File: config.mk
export PLATFORM = sky130hd
export DESIGN_NAME = qrlm_front
export DESIGN_NICKNAME = d
export VERILOG_FILES = /design/src/sv/qrlm_pkg.sv /design/src/sv/qrlm_front.sv
export SDC_FILE = /design/constraint.sdc
export NUM_CORES = 1
export LEC_CHECK = 0
export ABC_AREA = 1
export ABC_CLOCK_PERIOD_IN_PS = 1400
export BUFFER_PORTS_ARGS = -buffer_cell sky130_fd_sc_hd__buf_4
export CAP_MARGIN = 5
export CORE_ASPECT_RATIO = 2
export CORE_MARGIN = 8
export CORE_UTILIZATION = 30
export CTS_BUF_LIST = sky130_fd_sc_hd__clkbuf_8
export CTS_CLUSTER_DIAMETER = 120
export DETAILED_ROUTE_END_ITERATION = 6
export GPL_TIMING_DRIVEN = 0
export PLACE_DENSITY_LB_ADDON = 0.15
export SLEW_MARGIN = 40
export SYNTH_ARGS = -nofsm -noshare
export SYNTH_HDL_FRONTEND = slang
export SYNTH_SLANG_ARGS = --single-unit
export TNS_END_PERCENT = 5
File: constraint.sdc
create_clock -name clk -period 1.4 [get_ports clk]
set_input_delay 0.28 -clock clk [delete_from_list [all_inputs] [get_ports clk]]
set_output_delay 0.28 -clock clk [all_outputs]
set_load 0.01 [all_outputs]
File: src/sv/qrlm_pkg.sv
// qrlm_pkg: shared types and constants of the quantified run line matcher
// no dependencies; imported by every module of the block except qrlm_ram
package qrlm_pkg;

    localparam logic [2:0] OP_CLEAR     = 3'd0;
    localparam logic [2:0] OP_PAT_BYTE  = 3'd1;
    localparam logic [2:0] OP_PAT_END   = 3'd2;
    localparam logic [2:0] OP_TEXT_BYTE = 3'd3;
    localparam logic [2:0] OP_LINE_END  = 3'd4;

    localparam logic [1:0] QK_OPT  = 2'd0;
    localparam logic [1:0] QK_PLUS = 2'd1;
    localparam logic [1:0] QK_STAR = 2'd2;

    localparam logic [7:0] ESC_BYTE   = 8'h5C;
    localparam logic [7:0] BYTE_OPT   = 8'h3F;
    localparam logic [7:0] BYTE_PLUS  = 8'h2B;
    localparam logic [7:0] BYTE_STAR  = 8'h2A;

    localparam int QUEUE_DEPTH = 2;

    typedef enum logic [2:0] {
        CMD_NOP,
        CMD_CLEAR,
        CMD_PAT,
        CMD_END,
        CMD_TEXT,
        CMD_LINE
    } cmd_t;

    typedef struct packed {
        cmd_t       cmd;
        logic [7:0] data;
    } item_t;

    typedef enum logic [2:0] {
        S_IDLE,
        S_TXT_RD,
        S_TXT_CMP,
        S_LE_CMP,
        S_SCAN_RD,
        S_SCAN_CMP,
        S_EMIT
    } state_t;

endpackage

File: src/sv/qrlm_front.sv
// qrlm_front: accepts input transactions, decodes the operation and queues them
// depends on qrlm_pkg
module qrlm_front
    import qrlm_pkg::*;
(
    input  logic       clk,
    input  logic       rst_n,
    input  logic       in_valid,
    output logic       in_ready,
    input  logic [2:0] operation,
    input  logic [7:0] byte_value,
    output logic       q_valid,
    output item_t      q_item,
    input  logic       q_pop,
    output logic [1:0] q_count
);

    item_t      q_mem_reg [QUEUE_DEPTH];
    logic       wr_ptr_reg, wr_ptr_next;
    logic       rd_ptr_reg, rd_ptr_next;
    logic [1:0] count_reg, count_next;
    item_t      dec;
    logic       push;

    always_comb
    begin
        dec.data = byte_value;
        case (operation)
            OP_CLEAR:     dec.cmd = CMD_CLEAR;
            OP_PAT_BYTE:  dec.cmd = CMD_PAT;
            OP_PAT_END:   dec.cmd = CMD_END;
            OP_TEXT_BYTE: dec.cmd = CMD_TEXT;
            OP_LINE_END:  dec.cmd = CMD_LINE;
            default:      dec.cmd = CMD_NOP;
        endcase
    end

    assign in_ready = (count_reg != 2'(QUEUE_DEPTH));
    assign push     = in_valid && in_ready;
    assign q_valid  = (count_reg != 2'd0);
    assign q_item   = q_mem_reg[rd_ptr_reg];
    assign q_count  = count_reg;

    always_comb
    begin
        wr_ptr_next = push ? !wr_ptr_reg : wr_ptr_reg;
        rd_ptr_next = q_pop ? !rd_ptr_reg : rd_ptr_reg;
        count_next  = count_reg + 2'(push) - 2'(q_pop);
    end

    always_ff @(posedge clk or negedge rst_n)
    begin
        if (!rst_n)
        begin
            wr_ptr_reg <= 1'b0;
            rd_ptr_reg <= 1'b0;
            count_reg  <= 2'd0;
        end
        else
        begin
            wr_ptr_reg <= wr_ptr_next;
            rd_ptr_reg <= rd_ptr_next;
            count_reg  <= count_next;
        end
    end

    always_ff @(posedge clk)
    begin
        if (push)
        begin
            q_mem_reg[wr_ptr_reg] <= dec;
        end
    end

endmodule

==> impl_metrics.csv, run 1 <==
group,metric,value,unit
timing,fin_crit_sh,1.10,
route,wire_per_inst,13.0,um
route,drtIter0Drc,9,
setup_path,slowest_delay,0.41,ns
route,drt_wl_total,1970,um
setup_path,critPathKind,"register to output port",
cells_and_area,largest_reg_flops,22,
die,dieArea,5860,um^2
route,ant_nets,0,
die,die_w,58.3,um
cts,tritoncts,"built",
timing,worst_slack,-0.143,ns
die,dieHeight,101,um
cells_and_area,post-route-util,0.418,
global_route,busiest_layer,"met2",
yosys,ys_types,17,
setup_path,crit_family,"flip-flops",
yosys,synthesis.nets,84,
timing,slew_viol_final,0,
cells_and_area,final_cell_area,1480,um^2
yosys,avgSynthCellArea,15.8,um^2
timing,rsz0062_at_grt,"true",
power_and_ir_drop,power_density,1920,nW/um^2
setup_path,rr_worst_depth,11,
cts,clock-root-buffer,"clkbuf_8",
die,io_pins,30,
yosys,synth_top_area_frac,0.615,
timing,worst_pin_slew,0.382,ns
cts,clock_sinks,26,
global_route,grt_pass1_vias,713,
timing,finalSetupTns,-1.47,ns
route,vias,646,
power_and_ir_drop,cellLeakagePower,0.000622,uW
yosys,yosys.area.top_type,"edfxtp_1",
cells_and_area,syn2layout_area_growth,37.4,%
setup_path,crit_path_max_fanout,10,
yosys,synth-seq-cells,26,
power_and_ir_drop,netSwitchingFraction,0.306,
worst_hold_path,hold_depth,1,
power_and_ir_drop,clockPowerShare,0.144,
global_route,use_met3,0.0217,
setup_path,end_kind,"output port",
setup_path,slowest_stage,"dfrtp_1",
cells_and_area,drive_above_1_share,0.485,
setup_path,crit_chain,"buf_8, mux2_4, buf_6",
global_route,use_met2,0.135,
yosys,synth_top_cells_by_area,"edfxtp_1, mux2_4, dfrtp_1, nand2_1, inv_1",
global_route,antenna_found_initial,0,
cts,cts_made_buffers,3,
yosys,syn_inst,68,
route,vias_per_cell,4.25,
timing,hold_viol,0,
global_route,use_met1,0.0598,
cells_and_area,fill_cells,334,
setup_path,critPathLaunchType,"register",
status,violations,"setup timing",
status,status,"finished, violations left",
timing,min_period,1.54,ns
global_route,grt_max_degree,15,
power_and_ir_drop,p_int,1960,uW
power_and_ir_drop,combPwrFrac,0.446,
placed_design,hpwl,1440,um
die,core,3530,um^2
cts,htree_levels,1,
global_route,grt_use_total,0.0716,
cells_and_area,antenna_cells,0,
route,drtPass1Iterations,2,
setup_path,cp.arrival,1.26,ns
yosys,ys_seq_area_frac,0.709,
yosys,synth_area,1070,um^2
setup_path,crit_buf_inv,2,
placed_design,gp_congestion,0.791,
run,maxCapViolCount,0,
timing,slew_headroom,0.745,
global_route,grt_overflow,0,
worst_hold_path,hold_class,"primary input to register",
yosys,yosys_warnings,0,
timing,setup_viol,11,
setup_path,required,1.12,ns
cts,clock_latency,0.26,ns
global_route,grt_pass1_wl,3140,um
power_and_ir_drop,peakVddDrop,1.03,mV
placed_design,port_buffers,29,
cts,clk_path_buf_depth,2,
placed_design,dp_slack,-0.190,ns
timing,fmax,0.648,GHz
power_and_ir_drop,net-switching-power,866,uW
route,drc,0,
setup_path,cp.depth,3,
placed_design,place_area,1360,um^2
die,initial_core_util,0.304,
cts,clk_pin_slew,0.08,ns
timing,hold_ws,0.198,ns
timing,finalClockSkew,0.000748,ns
die,num_rows,31,
power_and_ir_drop,seqPwrFrac,0.411,
cells_and_area,finalNetCount,120,
-- path summary, 6_finish.rpt --
check | from | end | slack [ns]
min in group asynchronous | rst_n | q_count[0] | 0.36
max reg2reg | q_count[1] | q_count[1] | 0.02
max | rd_ptr_reg | q_item[8] | -0.14
min reg2reg | q_count[0] | q_count[0] | 0.55
max in group asynchronous | rst_n | q_count[1] | 0.94
min | byte_value[0] | q_mem_reg[0][0] | 0.20
-- cell families (layout without fill, tap and decap cells) --
family / count (synthesis) / after routing / share of synthesized area
AOI/OAI and AO/OA: 3 / 3 / 0.0140
xor gates and xnor gates: 1 / 1 / 0.00816
adders and majority gates: 1 / 1 / 0.0117
buffers and inverters: 7 / 42 / 0.0315
DFF: 26 / 26 / 0.709
muxes: 11 / 11 / 0.147
and+or+nand+nor: 19 / 19 / 0.0793
-- Yosys cell counts (all sizes together) --
cell	number
nand3	2
nor2	3
nand3b	1
mux2	11
ha	1
or2	1
dfrtp	4
inv	6
buf	1
a21oi	2
o21ai	1
and3	1
edfxtp	22
xor2	1
nand2	11
-- power by group through the flow --
stage	logic [uW]	registers [uW]	clock network, uW
global route	1360	1190	461
global placement	1100	1170	0
finish	1260	1160	406
floorplan	657	1170	0
detailed placement	1120	1190	0
CTS	1190	1160	428
-- cell type report --
class	count	area [um^2]	share of cell area
Buffer	1	15.0	0.0102
Clock buffer	3	41.3	0.0280
Clock inverter	1	3.75	0.00254
Inverter	6	22.5	0.0153
Multi-Input combinational cell	35	302	0.204
Sequential cell	26	761	0.516
Tap cell	49	61.3	0.0416
Timing Repair Buffer	31	269	0.182
-- per-stage QoR --
| stage | instances | power (uW) |
|---|---|---|
| after floorplan | 68 | 1830 |
| after global placement | 146 | 2280 |
| after detailed placement | 146 | 2310 |
| after CTS | 152 | 2780 |
| after global routing | 152 | 3010 |
| final | 152 | 2830 |
-- layer usage --
metal,share of wire,vias to the layer above
met5,0,-
met4,0.024,0
met3,0.065,4
met2,0.57,20
met1,0.34,310
li1,-,312
-- placed cells by master, fill, tap and decap left out, types with 3 or more instances in the layout --
master	instances
buf_6	9
mux2_4	9
edfxtp_1	22
dfrtp_1	4
buf_4	21
nand2_1	9
inv_1	5
clkbuf_8	3
-- timing repair --
item                       in CTS  in global routing
setup endpoints to repair      35                 23
gates resized for setup         4                 11
hold buffers                    1                  0
buffers inserted                1                  0
hold endpoints to repair        4                  0
(Power assumes the default switching activity.)
==> inputs of run 2 (changes only) <==
--- a/config.mk
+++ b/config.mk
@@ -5,7 +5,6 @@
 export SDC_FILE = /design/constraint.sdc
 export NUM_CORES = 1
 export LEC_CHECK = 0
-export ABC_AREA = 1
 export ABC_CLOCK_PERIOD_IN_PS = 1400
 export BUFFER_PORTS_ARGS = -buffer_cell sky130_fd_sc_hd__buf_4
 export CAP_MARGIN = 5
@@ -13,7 +12,6 @@
 export CORE_MARGIN = 8
 export CORE_UTILIZATION = 30
 export CTS_BUF_LIST = sky130_fd_sc_hd__clkbuf_8
-export CTS_CLUSTER_DIAMETER = 120
 export DETAILED_ROUTE_END_ITERATION = 6
 export GPL_TIMING_DRIVEN = 0
 export PLACE_DENSITY_LB_ADDON = 0.15
==> run 2 against run 1 <==
The flow still finishes with violations (setup timing). Die area decreased by 3.1%. Via count shrank 5.6%. Non-clock buffer count up 2. Sequential power grew 3%.
==> impl_metrics.csv, run 2 <==
group,metric,value,unit
power_and_ir_drop,combPwrFrac,0.424,
route,drtIter0Drc,15,
cells_and_area,layout_commonest_cell,"edfxtp_1",
yosys,netlist_top_cells_count,"edfxtp_1, mux2_1, dfrtp_1, xnor2_1",
die,initial_core_util,0.309,
yosys,synth_top_cells_by_area,"edfxtp_1, mux2_1, dfrtp_1, xnor2_1, mux2_2",
cells_and_area,final-instance-count-excl-fill,127,
route,vias,610,
setup_path,cp.depth,3,
route,drt_wl_total,2030,um
cts,clk_pin_slew,0.09,ns
setup_path,rr_startpoint,"q_count[0]",
setup_path,rr_worst_depth,2,
yosys,ys_seq_area_frac,0.738,
cts,tritoncts,"built",
cts,clk_path_buf_depth,2,
timing,worst_pin_slew,0.356,ns
timing,slew_headroom,0.762,
timing,hold_viol,0,
cts,clock_latency,0.27,ns
timing,hold_ws,0.191,ns
cells_and_area,antenna_cells,0,
setup_path,end_kind,"output port",
timing,slew_viol_final,0,
placed_design,gp_congestion,0.594,
cells_and_area,largest_reg_flops,22,
cts,clock_sinks,26,
yosys,avgSynthCellArea,17.8,um^2
cells_and_area,fill_cells,316,
worst_hold_path,hold_class,"primary input to register",
die,dieHeight,98.9,um
yosys,synth_top_area_frac,0.641,
power_and_ir_drop,net-switching-power,881,uW
setup_path,crit_path_max_fanout,5,
cells_and_area,syn2layout_area_growth,46.6,%
timing,finalClockSkew,0.00564,ns
global_route,antenna_found_initial,0,
timing,min_period,1.54,ns
die,dieArea,5680,um^2
cells_and_area,finalNetCount,112,
timing,worst_slack,-0.144,ns
die,io_pins,30,
timing,fin_crit_sh,1.10,
cts,htree_levels,1,
status,status,"finished, violations left",
setup_path,cp.arrival,1.26,ns
setup_path,reg2reg_to,"q_mem_reg[1][4]",
power_and_ir_drop,p_int,2270,uW
worst_hold_path,worstHoldEndpoint,"q_mem_reg[1][5]",
global_route,grt_overflow,0,
timing,rsz0062_at_grt,"true",
cts,cts_made_buffers,3,
cts,clock-root-buffer,"clkbuf_8",
power_and_ir_drop,total_power,3150,uW
setup_path,required,1.12,ns
setup_path,crit_family,"flip-flops",
global_route,grt_use_total,0.0745,
route,drtPass1Iterations,4,
power_and_ir_drop,cellLeakagePower,0.000625,uW
cells_and_area,multiInputGateArea,328,um^2
worst_hold_path,worstHoldStart,"byte_value[5]",
yosys,yosys.area.top_type,"edfxtp_1",
global_route,grt_max_degree,16,
die,num_rows,30,
route,wire_per_inst,16.0,um
yosys,synthesis.nets,74,
setup_path,critPathKind,"register to output port",
route,drc,0,
yosys,synth_area,1030,um^2
route,vias_per_cell,4.80,
worst_hold_path,hold_depth,1,
route,ant_nets,0,
placed_design,port_buffers,29,
global_route,grt_pass1_vias,692,
yosys,yosysMostFrequentCell,"edfxtp_1",
setup_path,ff2ff_setup_slack,0.10,ns
power_and_ir_drop,peakVddDrop,1.27,mV
yosys,ys_types,18,
die,die_w,57.5,um
timing,fmax,0.648,GHz
cells_and_area,regArea,762,um^2
setup_path,crit_chain,"buf_6, mux2_4, buf_6",
setup_path,critPathLaunchType,"register",
run,maxCapViolCount,0,
yosys,synth-seq-cells,26,
yosys,synth_edf_count,22,
setup_path,path_common_cell,"buf_6",
status,violations,"setup timing",
die,core,3340,um^2
global_route,grt_pass1_wl,3220,um
power_and_ir_drop,power_density,2080,nW/um^2
power_and_ir_drop,seqPwrFrac,0.382,
timing,finalSetupTns,-1.59,ns
cells_and_area,final_cell_mix,"edfxtp_1, buf_4, buf_6",
yosys,synthFlopType,"edfxtp_1",
power_and_ir_drop,netSwitchingFraction,0.280,
setup_path,slowest_delay,0.43,ns
placed_design,placed_cells_incl_taps,119,
yosys,yosys_warnings,0,
power_and_ir_drop,clockPowerShare,0.194,
cells_and_area,drive_above_1_share,0.589,
yosys,syn_inst,58,
placed_design,hpwl,1440,um
timing,setup_viol,12,
yosys,ys_async_sr_fraction,0.154,
setup_path,crit_buf_inv,2,
setup_path,slowest_stage,"dfrtp_1",
==> run 2: cell type report <==
cell class / instances / area share
Clock inverter: 1 / 0.0199
Sequential cell: 26 / 0.504
Buffer: 1 / 0.00745
Tap cell: 32 / 0.0265
Timing Repair Buffer: 33 / 0.198
Multi-Input combinational cell: 31 / 0.217
Clock buffer: 3 / 0.0273
==> run 2: per-layer routing <==
metal / GRT usage / up-vias / wire [um]
met5: 0 / - / 0
met4: 0.0467 / 0 / 40
met3: 0.0274 / 4 / 127
met2: 0.138 / 18 / 1180
met1: 0.0626 / 302 / 679
li1: - / 286 / -
==> run 2: what timing repair did <==
| action | in CTS | in global routing |
|---|---|---|
| endpoints found under the setup margin | 34 | 25 |
| hold buffers | 1 | 0 |
| buffers inserted | 2 | 0 |
| hold endpoints to repair | 4 | 0 |
| resized for setup | 3 | 29 |
| cloned | 0 | 1 |
==> run 2: worst max-delay path by stage <==
stage,end,from,slack (ns)
after floorplan,q_mem_reg[1][0],q_count[0],0.04
after global placement,q_mem_reg[1][2],q_count[1],-0.07
after detailed placement,q_mem_reg[1][1],q_count[0],-0.06
after CTS,q_item[8],rd_ptr_reg,-0.17
after global routing,q_item[4],rd_ptr_reg,-0.20
final,q_item[7],rd_ptr_reg,-0.14
==> run 2: kinds of logic (layout without fill, tap and decap cells) <==
logic type      Yosys count  in the layout  synth area share
xor+xnor                  5              5            0.0425
simple gates             10             10            0.0522
fa+ha+maj                 1              1            0.0121
compound gates            4              4            0.0279
mux                      11             11             0.120
buf+inv                   1             38           0.00728
flops                    26             26             0.738
==> run 2: power by group through the flow <==
stage          clock network (uW)  logic (uW)  registers (uW)
2_1_floorplan                   0         516            1190
3_3_place_gp                    0         966            1190
3_5_place_dp                    0         969            1200
4_1_cts                       621        1040            1180
5_1_grt                       652        1440            1240
6_report                      610        1340            1200
==> run 2: per-stage QoR <==
| stage | setup slack, ns | cell area [um^2] | utilization |
|---|---|---|---|
| after floorplan | 0.0385 | 1040 | - |
| after global placement | -0.0728 | 1300 | 0.388 |
| after detailed placement | -0.0633 | 1300 | 0.388 |
| after CTS | -0.166 | 1400 | 0.419 |
| after global routing | -0.202 | 1510 | 0.452 |
| final | -0.144 | 1510 | 0.452 |
